File: config.mk
export PLATFORM = sky130hd
export DESIGN_NAME = tmcr_ram
export DESIGN_NICKNAME = d
export VERILOG_FILES = /design/src/tmcr_ram.sv
export SDC_FILE = /design/constraint.sdc
export NUM_CORES = 2
export LEC_CHECK = 0
export BUFFER_PORTS_ARGS = -buffer_cell sky130_fd_sc_hd__buf_2
export CORE_UTILIZATION = 55
export CTS_BUF_LIST = sky130_fd_sc_hd__clkbuf_16
export DETAILED_ROUTE_END_ITERATION = 10
export PLACE_DENSITY = 0.71
export SLEW_MARGIN = 40
export SYNTH_ARGS = -nofsm -noshare
export SYNTH_HDL_FRONTEND = slang
export SYNTH_SLANG_ARGS = --single-unit
File: constraint.sdc
create_clock -name clock -period 7.5 [get_ports clock]
set_clock_uncertainty 0.15 [all_clocks]
set_input_delay 0.75 -clock clock [delete_from_list [all_inputs] [get_ports clock]]
set_output_delay 0.75 -clock clock [all_outputs]
set_load 0.1 [all_outputs]
File: src/tmcr_ram.sv
// ----------------------------------------------------------------------------
// tmcr_ram
// Simple dual-port memory: one write port, one read port with registered
// read data.
// ----------------------------------------------------------------------------
module tmcr_ram #(
   parameter int DATA_W = 16,
   parameter int DEPTH  = 256
) (
   input  logic                     clock,
   input  logic                     we,
   input  logic [$clog2(DEPTH)-1:0] waddr,
   input  logic [DATA_W-1:0]        wdata,
   input  logic                     re,
   input  logic [$clog2(DEPTH)-1:0] raddr,
   output logic [DATA_W-1:0]        rdata
);

   logic [DATA_W-1:0] mem [DEPTH];
   logic [DATA_W-1:0] rdata_ff;

   always_ff @(posedge clock) begin
      if (we) begin
         mem[waddr] <= wdata;
      end
   end

   always_ff @(posedge clock) begin
      if (re) begin
         rdata_ff <= mem[raddr];
      end
   end

   assign rdata = rdata_ff;

endmodule

# After elaboration in Yosys (flattened, before gate mapping)
# Memory sizes are Yosys's and may differ from the RTL's. A register that Yosys moved wholly into a read port is not among the register bits.
# Cells that the tools add are included.
# op_classes
n_mux,2
# ops
cell,n
$mux 1,2
# totals
register_bits,0
ramBits,4096
in_bits,35
out_inout_bits,16
word_cells,3
n_memories,1
# memory_table
memory,words,width,rd,rd_clocked_by_memory_dff,write_ports,line,rtl
mem,256,16,1,1,1,19,logic [DATA_W-1:0] mem [DEPTH];

# Logic depth before layout (Yosys ltp)
# logic_depth
word_depth,2
depth_mapped,12

# Worst setup path after synthesis
# OpenSTA, ideal clock, no wires.
# synth_path
path_type,input to register
start,in raddr[0]
end,"reg rdata_ff[4], in the netlist rdata[4] (read register of mem) (data pin)"
setup_time_ps,265
arrival_ps,2734
required_ps,7085
path_slack_ps,4351
path_stages,8
path_buffers,3
path_cell_list,buf_6 -> buf_6 -> buf_2 -> mux4_2 -> mux4_2 -> a22o_1 -> o32ai_2 -> nor4_2
# synth_lines
element,line,rtl
from (decl),15,"input logic [$clog2(DEPTH)-1:0] raddr,"
to (decl),20,logic [DATA_W-1:0] rdata_ff;

==> results.yml <==
outcome:
  status: "finished, final reports clean"
logic_synthesis:
  synth_enable_flop_cells: 4112
  ys_ff_latch: 4112
  synth_top_family_by_area: "multiplexers"
  async_flop_share: 0
  synth_xor_area_frac: 0
  synth_fp_nets: 7395
  seq_area_frac_synth: 0.777
  synth.avg_cell_area_um2: 21.6
  synth_area_um2: 159000
  muxShareOfSynthArea: 0.155
  synth-simple-area-share: 0.0157
  synth-compound-area-share: 0.0353
  yosysUniqueCellTypes: 51
  synthAdderAreaFrac: 0
  ys_warn_count: 0
  synth.top_cell.area_share: 0.777
  synthFlopType: "edfxtp_1"
  synthTopCellsByArea: "edfxtp_1 (78%), mux4_2 (11%), mux2i_1 (3.6%), o221ai_1 (1.4%), nor2_1 (0.72%)"
  syn_inst: 7360
  synth_top_area_cell: "edfxtp_1"
place:
  dp_hpwl_mm: 237
  dp_cells: 11100
  place_congestion: 0.950
  portBuffers: 50
setup_path:
  worst_setup_path_start_kind: "primary input"
  crit_fanout: 56
  arrival_ps: 4860
  slowest_delay_ps: 770
  critical_path_class: "in2reg"
  crit_family: "buffers and inverters"
  crit_required_ps: 8000
  crit_top_cell: "buf_4"
  worst_path_max_delay_cell: "o32ai_1"
  path_buf_inv: 4
  path_cells: "buf_12, buf_16, buf_4, mux4_2, mux2_2, a22oi_1, nand2_1, o32ai_1, buf_4, nor4_1"
  crit_path_end_kind: "register"
detailed_routing:
  dr.pass1.iters: 8
  ant_nets: 0
  dr.first_iter.drc_count: 12200
  viasPerCell: 6.76
  num_vias: 80300
  drc: 0
  avgRoutedWirePerCell_um: 34.7
  wirelength_mm: 412
grt:
  grt_use_total: 0.281
  grt-ovfl-total: 0
  antenna_found_initial: 21
  grt_pass1_wl_mm: 583
  grt_pass1_vias: 79000
  grt_start_max_net_pins: 191
final_layout:
  layout_commonest_cell: "edfxtp_1"
  n_fill_cell: 18600
  nets: 7789
  layout_common_cells: "edfxtp_1 (4112), mux4_2 (797), mux2i_1 (565)"
  fin_cells: 11900
  drive_above_1_share: 0.247
  syn_to_final_growth_pct: 12.6
timing:
  layout_worst_path_cycle_share: 0.582
  final_max_slew_viol_count: 0
  tns_ps: 0
  max_freq_ghz: 0.229
  min_period_ps: 4370
  setup_viol: 0
  hold_viol_final: 0
  worstMarginPinSlew_ps: 1050
  grt_setup_unrepaired: "no"
  slew_headroom: 0.297
cts:
  worstSkewPairLatency_ps: 980
  h-tree-depth: 5
  cts_inserted_buffers: 402
  cts_tree: "yes"
  ctsResizeCount: 0
  ctsRootBufferMaster: "clkbuf_16"
  cts.sinks: 4112
  clkTransAtPathRegs_ps: 60
  post_cts_buffers: 0
  clockBufferDepth: 4
  ctsHoldBuffers: 0
pwr:
  p_int_mw: 37.7
  pwr-share-seq: 0.528
  ir_worst_vdd_v: 0.000215
  p_leak_nw: 56.9
  p_clk_frac: 0.422
  pwr-share-comb: 0.050
  power_density_nw_per_um2: 269
  p_sw_frac: 0.216
  finalPower_mw: 48.1
  power.switching_mw: 10.4
die:
  ios: 51
  dieHeight_um: 539
  fp-row-count: 196
  die-width_um: 539
  dieArea_um2: 291000
  start_util: 0.555
  core_area_um2: 286000
min_path:
  hold_path.class: "in2reg"
job:
  maxCapViolations: 0
[cell type report]
| type | instances | area, µm² | area share |
|---|---|---|---|
| Clock inverter | 345 | 3190 | 0.0178 |
| Clock buffer | 405 | 10100 | 0.0567 |
| Inverter | 4 | 27.5 | 0.000154 |
| Tap cell | 3762 | 4710 | 0.0263 |
| Timing Repair Buffer | 442 | 4130 | 0.0231 |
| Multi-Input combinational cell | 2792 | 33200 | 0.185 |
| Antenna cell | 15 | 37.5 | 0.000210 |
| Sequential cell | 4112 | 123000 | 0.690 |
[metal layers]
layer	share of wire	vias to the layer above	global-route usage
met5	0.000032	-	0
met4	0.046	2	0.116
met3	0.11	835	0.0548
met2	0.47	5163	0.437
met1	0.37	42100	0.395
li1	-	32100	-
[worst paths after layout]
kind	start	to	slack (ps)	cells after the start
worst max-delay path	raddr[0]	rdata[13]	3130	10
worst min-delay path	wdata[5]	mem[48][5]	30	1
worst max register to register	mem[138][8]	rdata[8]	4030	6
worst min register to register	mem[87][0]	rdata[0]	1030	5
[cell families after synthesis]
logic type / count (synthesis)
muxes: 1450
DFF: 4112
buffers and inverters: 456
and+or+nand+nor: 556
AOI/OAI and AO/OA: 786
[Yosys cell counts (all sizes together), types with 16 or more instances]
cell,count
edfxtp,4112
mux4,797
mux2i,565
nor2,304
o221ai,253
clkbuf,230
buf,222
a21oi,175
o22ai,148
nor3,92
mux2,88
a22oi,43
nand2,38
o21ai,38
nand3,35
a22o,32
a221oi,28
nand4,26
o32ai,21
a211oi,18
nor4,18
o31ai,16
[through the flow]
stage | utilization | hold slack (ps) | cell area [µm²] | setup WS (ps)
final | 0.625 | 26.4 | 179000 | 3130
after global routing | 0.625 | 22.7 | 179000 | 3070
after CTS | 0.624 | 16.7 | 178000 | 3270
after detailed placement | 0.577 | 1030 | 165000 | 2310
after global placement | 0.575 | 1030 | 165000 | 2180
after floorplan | - | 699 | 159000 | 4350
[worst register-to-register path, cell delays in order (launching register included)]
cell and delay [ps]:
edfxtp_1 390, mux4_2 480, mux2_2 290, a221oi_1 780, o31ai_1 430, o32ai_2 550
nor4_1 160
[registers in the layout, indices dropped and copies added, names as in the netlist]
| register | count |
|---|---|
| rdata | 16 |
| mem | 4096 |
[power groups by stage]
stage | sequential, mW | clock (mW) | combinational [mW]
after floorplan | 25.9 | 0 | 1.25
after global placement | 25.9 | 0 | 2.29
after detailed placement | 25.9 | 0 | 2.36
after CTS | 25.4 | 20.4 | 2.37
after global routing | 25.4 | 21.3 | 2.49
final | 25.4 | 20.3 | 2.41
(Power assumes the default switching activity.)
