`src/tmcr_pkg.sv`:
```
// ----------------------------------------------------------------------------
// tmcr_pkg
// Shared types and constants of the tile map cell renderer: request codes,
// register indexes, channel widths and the reduce unit command.
// ----------------------------------------------------------------------------
package tmcr_pkg;

   localparam int PATTERN_BYTES_DEF = 65536;
   localparam int MAP_COLUMNS_DEF   = 32;
   localparam int MAP_ROWS_DEF      = 28;
   localparam int PALETTE_ENTRIES   = 256;
   localparam int PAL_AW            = 8;

   localparam int REQ_DATA_W = 48;
   localparam int REQ_USER_W = 3;
   localparam int PIX_W      = 16;
   localparam int PIXELS     = 8;
   localparam int RSP_DATA_W = PIX_W * PIXELS + 16;

   // byte address before wrap: tile * 32 + row * 4 + column, up to 17 bits
   localparam int VAL_W = 17;
   localparam int K_W   = 3;

   localparam logic [1:0] MODE_PAT    = 2'd0;
   localparam logic [1:0] MODE_PAL    = 2'd1;
   localparam logic [1:0] MODE_MAP    = 2'd2;
   localparam logic [1:0] MODE_RENDER = 2'd3;

   localparam logic [1:0] CSR_BANK0  = 2'd0;
   localparam logic [1:0] CSR_BANK1  = 2'd1;
   localparam logic [1:0] CSR_TWO_D0 = 2'd2;
   localparam logic [1:0] CSR_TWO_D1 = 2'd3;

   localparam int ENT_TILE_W = 11;
   localparam int ENT_PAL_LO = 12;
   localparam int ENT_HFLIP  = 14;
   localparam int ENT_VFLIP  = 15;

   typedef struct packed {
      logic           en;
      logic           load;
      logic [K_W-1:0] k;
   } red_ctrl_type;

endpackage

```
`src/tmcr_reduce.sv`:
```
// ----------------------------------------------------------------------------
// tmcr_reduce
// Shared compare-subtract unit: one restoring step of a reduction modulo the
// pattern store size per command, on its own accumulator.
// ----------------------------------------------------------------------------
module tmcr_reduce #(
   parameter int PATTERN_BYTES = tmcr_pkg::PATTERN_BYTES_DEF
) (
   input  logic                       clock,
   input  tmcr_pkg::red_ctrl_type     ctrl,
   input  logic [tmcr_pkg::VAL_W-1:0] load_val,
   output logic [tmcr_pkg::VAL_W-1:0] acc,
   output logic [tmcr_pkg::VAL_W-1:0] acc_next
);

   localparam int PAT_AW = $clog2(PATTERN_BYTES);
   localparam int STEPS  = tmcr_pkg::VAL_W + 1 - PAT_AW;
   localparam int WIDE_W = tmcr_pkg::VAL_W + STEPS;

   logic [tmcr_pkg::VAL_W-1:0] acc_ff;
   logic [tmcr_pkg::VAL_W-1:0] acc_in;
   logic [WIDE_W-1:0]          operand;
   logic [WIDE_W-1:0]          divisor;
   logic [WIDE_W-1:0]          diff;

   always_comb begin
      operand  = WIDE_W'(ctrl.load ? load_val : acc_ff);
      divisor  = WIDE_W'(PATTERN_BYTES) << ctrl.k;
      diff     = operand - divisor;
      acc_next = (operand >= divisor) ? diff[tmcr_pkg::VAL_W-1:0]
                                      : operand[tmcr_pkg::VAL_W-1:0];
      acc_in   = ctrl.en ? acc_next : acc_ff;
   end

   always_ff @(posedge clock) begin
      acc_ff <= acc_in;
   end

   assign acc = acc_ff;

endmodule

```
`config.mk`:
```
export PLATFORM = sky130hd
export DESIGN_NAME = tmcr_reduce
export DESIGN_NICKNAME = d
export VERILOG_FILES = /design/src/tmcr_pkg.sv /design/src/tmcr_reduce.sv
export SDC_FILE = /design/constraint.sdc
export NUM_CORES = 1
export LEC_CHECK = 0
export ABC_AREA = 1
export ABC_CLOCK_PERIOD_IN_PS = 2140
export BUFFER_PORTS_ARGS = -buffer_cell sky130_fd_sc_hd__buf_2
export CAP_MARGIN = 20
export CORE_UTILIZATION = 24
export CTS_BUF_LIST = sky130_fd_sc_hd__clkbuf_8 sky130_fd_sc_hd__clkbuf_16
export CTS_CLUSTER_SIZE = 24
export DETAILED_ROUTE_END_ITERATION = 6
export GPL_TIMING_DRIVEN = 0
export PLACE_DENSITY = 0.58
export SLEW_MARGIN = 20
export SYNTH_ARGS = -nofsm -noshare
export SYNTH_HDL_FRONTEND = slang
export SYNTH_SLANG_ARGS = --single-unit
```
`constraint.sdc`:
```
create_clock -name clock -period 2.14 [get_ports clock]
set_clock_uncertainty 0.2 [all_clocks]
set_input_delay 0.321 -clock clock [delete_from_list [all_inputs] [get_ports clock]]
set_output_delay 0.321 -clock clock [all_outputs]
set_load 0.1 [all_outputs]
```
**Word level (Yosys, flattened, before mapping)**

Index checks and enable logic that the tools add are counted.

- Add/subtract/negate cells: 1
- Multiply operators: 0
- Div/mod/pow operators: 0
- Order comparisons: 1
- Eq/ne operators: 0
- Shift operators: 1
- Mux-type cells: 2
- Bitwise logic cells: 0
- Reductions and logical operators: 0

Operators with widths:

| cell | number |
|---|---|
| $mux W17 | 2 |
| $ge A17 B19 Y1 | 1 |
| $shl A17 B3 Y19 const A | 1 |
| $sub A17 B17 Y17 | 1 |

- Register bits: 17
- Bits in latches: 0
- RAM bits: 0
- Memory bits (read-only): 0
- Input port bits: 23
- Output and inout bits: 34
- Memories kept: 0

**Longest topological paths before layout**

Gate-level depths: netlist of the first run.

- Word-level depth: 3
- Gate-level depth with buffers: 9
- Gate-level depth less buffers: 8

**Least setup slack after synthesis of the first run**

OpenSTA, ideal clock, no wires.

- Kind: register -> register
- Start point: register acc_ff (netlist bit acc[16])
- End point: register acc_ff (netlist bit acc[16]) (data pin)
- Arrival: 2,968 ps
- Setup slack: -1,522 ps
- Cell stages (with the launch flop): 7
- Buffers on the path: 0
- Period minus slack after synthesis: 3,662 ps
- Cells stage by stage: edfxtp_1 > o21ai_2 > inv_1 > ha_1 > nand2_1 > nor2_1 > a21oi_1

- Word-level cells in the longest chain between the ends: 3
- Elaborated cells between the ends (all ways): 4
- Those cells by class: 1 x add/sub; 1 x order compare; 2 x mux

RTL lines:

| what | RTL line | RTL |
|---|---|---|
| from (decl) | tmcr_reduce.sv:20 | `logic [tmcr_pkg::VAL_W-1:0] acc_ff;` |
| from (signal assigned) | tmcr_reduce.sv:36 | `acc_ff <= acc_in;` |
| $mux W17 (*) | tmcr_reduce.sv:27 | `operand = WIDE_W'(ctrl.load ? load_val : acc_ff);` |
| $sub A17 B17 Y17 / $ge A17 B19 Y1 (equally long branches) | tmcr_reduce.sv:29, tmcr_reduce.sv:30 |  |
| $mux W17 (*) | tmcr_reduce.sv:30 | `acc_next = (operand >= divisor) ? diff[tmcr_pkg::VAL_W-1:0]` |
| net acc_next (one bit) | tmcr_reduce.sv:13 | `output logic [tmcr_pkg::VAL_W-1:0] acc_next` |

Mark *: on every way through the listed nets, which the timed path passes. The rest lies on a longest branch.
A chain may end at the register's enable or synchronous reset.

**Worst setup path in the final report of the first run**

- Start point: register acc_ff (netlist bit acc[16])
- End point: output acc_next[16] (netlist bit)

- Word-level cells in the longest chain between the ends: 3
- Elaborated cells between the ends (all ways): 4
- Those cells by class: 1 x add/sub; 1 x order compare; 2 x mux

RTL lines:

| what | RTL line |
|---|---|
| $mux W17 (*) | tmcr_reduce.sv:27 |
| $sub A17 B17 Y17 / $ge A17 B19 Y1 (equally long branches) | tmcr_reduce.sv:29, tmcr_reduce.sv:30 |
| $mux W17 (*) | tmcr_reduce.sv:30 |
| to (decl) | tmcr_reduce.sv:13 |

Mark *: on every way between the ends. The rest lies on a longest branch, timed or not.

==> impl_metrics.csv, run 1 <==
group,metric,value,unit
synthesis,synth_edf_count,17,
synthesis,synth_top_family_by_area,"multiplexers",
sta,fmax,0.473,GHz
synthesis,synth_xor_area_frac,0,
place,gp_congestion,0.623,
sta,period_minus_slack,2.11,ns
cells_and_area,largest_reg_flops,17,
global_routing,antenna_found_initial,0,
detailed_routing,first_pass_iters,2,
die,start_util,0.252,
synthesis,ys_async_sr_fraction,0,
hold_path,worstHoldPathType,"input pin to register",
die,rows,21,
global_routing,track_usage,0.0940,
setup_path,cp-start-kind,"register",
global_routing,grt_pass1_vias,596,
cells_and_area,diodes,0,
synthesis,synthAdderAreaFrac,0.0149,
clocking,worst_skew_pair.late_latency,0.24,ns
synthesis,ys_warn_count,0,
clocking,h-tree-depth,1,
synthesis,synth_compound_area_frac,0.0164,
cells_and_area,drive_gt1_frac,0.719,
detailed_routing,num_vias,659,
sta,final-max-slew-violation-count,0,
die,dieArea,3740,µm²
power,peakVddDrop,0.286,mV
cells_and_area,nets,139,
synthesis,synth-seq-cells,17,
flow_run,cap_violations,0,
clocking,cts_tree,"yes",
synthesis,synth_commonest_cells,"17 x edfxtp_1, 8 x mux2_2, 8 x mux2_4",
setup_path,crit_required,1.62,ns
synthesis,post-synth-top-area-fraction,0.608,
detailed_routing,routedWlPerCell,11.7,µm
synthesis,synth_nets,77,
synthesis,synth.area.mux_share,0.250,
detailed_routing,drt-vias-per-instance,4.12,
setup_path,critPathMaxFanout,2,
detailed_routing,wl,1870,µm
sta,finalHoldViolCount,0,
synthesis,yosys.area.top_type,"edfxtp_1",
place,numPortBuffers,55,
place,hpwl,1430,µm
global_routing,grt_remaining_overflow,0,
sta,rsz0062_at_grt,"true",
sta,period_share,0.988,
cells_and_area,design_area,1260,µm²
detailed_routing,drt-initial-drc-count,5,
setup_path,worstPathArrival,1.59,ns
synthesis,syn_avg_cell_area,15.8,µm²
synthesis,synth-seq-area-share,0.608,
clocking,ctsHoldBuffers,0,
clocking,cts_buffers,3,
die,dieWidth,61.1,µm
sta,worstMarginPinSlew,0.489,ns
clocking,clk_transition_reported_paths,0.07,ns
synthesis,syn_area,840,µm²
clocking,clockBufferDepth,2,
sta,setup-tns-final,0,ns
synthesis,synth_area_leaders,"edfxtp_1 61%, mux2_4 14%, mux2_2 11%",
synthesis,synth.most_common_cell,"edfxtp_1",
setup_path,crit_type,"register to primary output",
power,power.leakage,0.000595,µW
synthesis,yosysUniqueCellTypes,13,
setup_path,crit_path_end_kind,"primary output",
cells_and_area,area_growth,50.4,%
global_routing,grt_pass1_wl,2520,µm
synthesis,yosys.area_share.simple,0.0507,
place,place_area,1190,µm²
clocking,root_buffer,"clkbuf_8",
detailed_routing,drc,0,
outcome,outcome,"completed",
global_routing,grt_max_degree,18,
clocking,clock_sinks,17,
detailed_routing,ant_nets,0,
sta,setup_viol,0,
die,core,3340,µm²
synthesis,netlist_instances,53,
die,die_h,61.1,µm
synthesis,synth_ff_type,"edfxtp_1",
sta,relSlewSlack,0.676,
power,power_density,971,nW/µm²
die,ioPinCount,57,
-- worst paths after layout --
check / startpoint / to / slack, ns / cells past startpoint
max: acc[16] / acc_next[16] / 0.03 / 7
min: load_val[11] / acc[11] / 0.18 / 2
max reg2reg: acc[16] / acc[16] / 0.58 / 6
min reg2reg: acc[10] / acc[10] / 0.39 / 1
-- metal layers --
layer,global-route usage,part of all wire,vias up
li1,-,-,313
met1,0.108,0.42,311
met2,0.169,0.50,35
met3,0.0189,0.079,0
met4,0.0390,0,0
met5,0,0,-
-- cell usage in the layout, fill, tap and decap left out --
cell / synthesis / routed
buf_2: 0 / 54
edfxtp_1: 17 / 17
mux2_4: 8 / 8
mux2_2: 8 / 8
inv_1: 5 / 5
nand2_1: 5 / 5
nand3_1: 3 / 3
clkbuf_8: 0 / 3
buf_12: 1 / 2
buf_4: 0 / 2
buf_6: 1 / 1
o21ai_2: 1 / 1
nor3_1: 1 / 1
nor2_2: 0 / 1
a21oi_4: 0 / 1
ha_1: 1 / 1
clkinv_2: 0 / 1
-- per-stage QoR --
| step | instances | hold WS (ns) | setup slack (ns) | utilization | total power [µW] |
|---|---|---|---|---|---|
| floorplan | 53 | 0.233 | -0.484 | - | 891 |
| global placement | 154 | 0.373 | -0.150 | 0.355 | 969 |
| detailed placement | 154 | 0.377 | -0.182 | 0.355 | 974 |
| CTS | 159 | 0.168 | 0.000852 | 0.376 | 1240 |
| global route | 160 | 0.172 | -0.0688 | 0.378 | 1270 |
| finish | 160 | 0.179 | 0.0251 | 0.378 | 1230 |
-- worst max-delay path, stage by stage, from the launching register on --
cell and delay [ns]:
edfxtp_1 0.41, o21ai_2 0.15, inv_1 0.06, ha_1 0.26, nand2_1 0.07, nor2_2 0.05
a21oi_4 0.15, buf_12 0.19
-- cells by family after synthesis --
kind of cell / Yosys count
mux: 16
compound gates: 2
buf+inv: 7
simple gates: 10
fa+ha+maj: 1
flops: 17
-- cell type report --
type                       count  area (µm²)
clock inverter                 1        5.00
buffer                         2        31.3
inverter                       5        18.8
tap                           46        57.6
timing repair buffer          57         305
clock buffer                   3        41.3
sequential                    17         510
multi-input combinational     29         293
fill                         351        2070
-- what timing repair did --
action	in CTS	in global routing
hold endpoints to repair	0	0
buffers inserted	1	1
endpoints found under the setup margin	1	1
pin swaps	1	0
gates resized for setup	4	0
-- report_power, final --
group / switching (µW) / total (µW) / internal (µW) / leakage (µW)
Clock: 115 / 244 / 129 / 0.0000255
Combinational: 463 / 571 / 109 / 0.000403
Sequential: 11.7 / 410 / 399 / 0.000166
Note: power is estimated with default switching activity, not from simulation.
==> run 2: changes to the inputs <==
--- a/config.mk
+++ b/config.mk
@@ -9,12 +9,12 @@
 export ABC_CLOCK_PERIOD_IN_PS = 2140
 export BUFFER_PORTS_ARGS = -buffer_cell sky130_fd_sc_hd__buf_2
 export CAP_MARGIN = 20
-export CORE_UTILIZATION = 24
+export CORE_UTILIZATION = 40
 export CTS_BUF_LIST = sky130_fd_sc_hd__clkbuf_8 sky130_fd_sc_hd__clkbuf_16
 export CTS_CLUSTER_SIZE = 24
 export DETAILED_ROUTE_END_ITERATION = 6
 export GPL_TIMING_DRIVEN = 0
-export PLACE_DENSITY = 0.58
+export PLACE_DENSITY = 0.85
 export SLEW_MARGIN = 20
 export SYNTH_ARGS = -nofsm -noshare
 export SYNTH_HDL_FRONTEND = slang
==> impl_metrics.csv, run 2 (synthesis gave the netlist of run 1 again) <==
group,metric,value,unit
die,ioPinCount,57,
setup_path,crit_type,"register to primary output",
clocking,clock_sinks,17,
hold_path,hold-path-cell-count,2,
outcome,outcome,"complete, but fails checks",
die,die_h,47.8,µm
cells_and_area,diodes,0,
clocking,ctsHoldBuffers,0,
clocking,h-tree-depth,1,
detailed_routing,drt-initial-drc-count,3,
sta,finalWorstSetupSlack,-0.0134,ns
cells_and_area,layout_common_cells,"54 x buf_2, 17 x edfxtp_1, 8 x mux2_4, 8 x mux2_2, 6 x inv_1",
power,power_density,971,nW/µm²
global_routing,grt_pass1_vias,602,
global_routing,antenna_found_initial,0,
setup_path,cp-start-kind,"register",
cells_and_area,postLayoutCoreUtil,0.635,
detailed_routing,first_pass_iters,2,
die,dieArea,2290,µm²
cells_and_area,nets,140,
cells_and_area,area_growth,48.3,%
die,rows,16,
setup_path,r2r_cells,6,
global_routing,grtUsageMet1,0.156,
setup_path,worstPathArrival,1.63,ns
detailed_routing,drc,0,
power,peakVddDrop,0.643,mV
sta,worstMarginPinSlew,0.493,ns
detailed_routing,wl,1810,µm
sta,period_minus_slack,2.15,ns
place,hpwl,1370,µm
clocking,worst_skew_pair.late_latency,0.24,ns
sta,period_share,1.01,
hold_path,worstHoldPathType,"input pin to register",
outcome,violations,"negative setup slack",
global_routing,use_met3,0.0415,
setup_path,r2r_slack,0.53,ns
detailed_routing,drt-vias-per-instance,4.58,
power,power.leakage,0.000601,µW
cells_and_area,drive_gt1_frac,0.713,
cells_and_area,multi_input_area,293,µm²
detailed_routing,routedWlPerCell,12.8,µm
place,gp_congestion,0.614,
setup_path,critPathMaxFanout,2,
die,dieWidth,47.8,µm
detailed_routing,num_vias,651,
setup_path,crit_path_end_kind,"primary output",
cells_and_area,stdcell_count,142,
cells_and_area,final_common_cell,"buf_2",
hold_path,min_to,"acc[1]",
clocking,clockBufferDepth,2,
place,numPortBuffers,55,
sta,rsz0062_at_grt,"true",
clocking,clk_transition_reported_paths,0.06,ns
hold_path,hold_start,"load_val[1]",
sta,setup_viol,1,
cells_and_area,regArea,510,µm²
detailed_routing,ant_nets,0,
die,core,1960,µm²
cells_and_area,largest_reg_flops,17,
global_routing,track_usage,0.158,
global_routing,busiest_layer,"met2",
clocking,root_buffer,"clkbuf_8",
sta,finalHoldViolCount,0,
clocking,cts_buffers,3,
cells_and_area,fill_cells,173,
setup_path,r2r-start,"acc[16]",
flow_run,cap_violations,0,
setup_path,r2r-end,"acc[16]",
clocking,cts_tree,"yes",
global_routing,grt_remaining_overflow,0,
sta,final-max-slew-violation-count,0,
sta,fmax,0.464,GHz
sta,relSlewSlack,0.674,
setup_path,crit_required,1.62,ns
die,start_util,0.428,
global_routing,grt_max_degree,18,
global_routing,grt.met2_usage,0.314,
global_routing,grt_pass1_wl,2410,µm
place,placed_cells,135,
[run 2: timing repair]
action                     CTS  global route
setup endpoints to repair    1             1
buffers inserted             1             2
resized for setup            4             0
pin swaps                    1             1
[run 2: cell type report]
| cell class | count | area share |
|---|---|---|
| clock buffer | 3 | 0.0332 |
| inverter | 5 | 0.0151 |
| multi-input combinational | 29 | 0.235 |
| sequential | 17 | 0.410 |
| clock inverter | 1 | 0.00302 |
| tap | 27 | 0.0271 |
| buffer | 2 | 0.0251 |
| timing repair buffer | 58 | 0.251 |
[run 2: worst max-delay path by stage]
| stage | startpoint | end | slack (ns) |
|---|---|---|---|
| 3_3_place_gp | ctrl[3] | acc_next[16] | -0.14 |
| 3_5_place_dp | ctrl[3] | acc_next[16] | -0.20 |
| 6_report | acc[16] | acc_next[16] | -0.01 |
| 5_1_grt | acc[16] | acc_next[16] | -0.07 |
| 4_1_cts | acc[16] | acc_next[16] | 0.02 |
| 2_1_floorplan | acc[16] | acc_next[16] | -0.48 |
[run 2: report_power, final]
| group | switching, µW | internal (µW) | total (µW) |
|---|---|---|---|
| logic | 466 | 111 | 577 |
| registers | 11.1 | 399 | 410 |
| clock network | 95.3 | 127 | 222 |
| total | 572 | 637 | 1210 |
[run 2: through the flow]
step / hold WS, ns / TNS (ns) / instance area [µm²] / worst slack [ns] / total power [µW]
global route: 0.191 / -0.0742 / 1240 / -0.0742 / 1250
finish: 0.189 / -0.0134 / 1240 / -0.0134 / 1210
CTS: 0.184 / 0 / 1230 / 0.0215 / 1220
floorplan: 0.233 / -0.948 / 853 / -0.484 / 891
detailed placement: 0.374 / -0.201 / 1160 / -0.201 / 974
global placement: 0.368 / -0.139 / 1160 / -0.139 / 965
[run 2: critical path: stages (launching register included)]
cell	delay (ns)
edfxtp_1	0.42
o21ai_2	0.17
inv_1	0.06
ha_1	0.27
nand2_1	0.08
nor2_2	0.05
a21oi_4	0.15
buf_12	0.19
[run 2: routing by layer]
metal / vias up / share of wire
li1: 319 / -
met1: 294 / 0.39
met2: 38 / 0.53
met3: 0 / 0.086
met4: 0 / 0
met5: - / 0
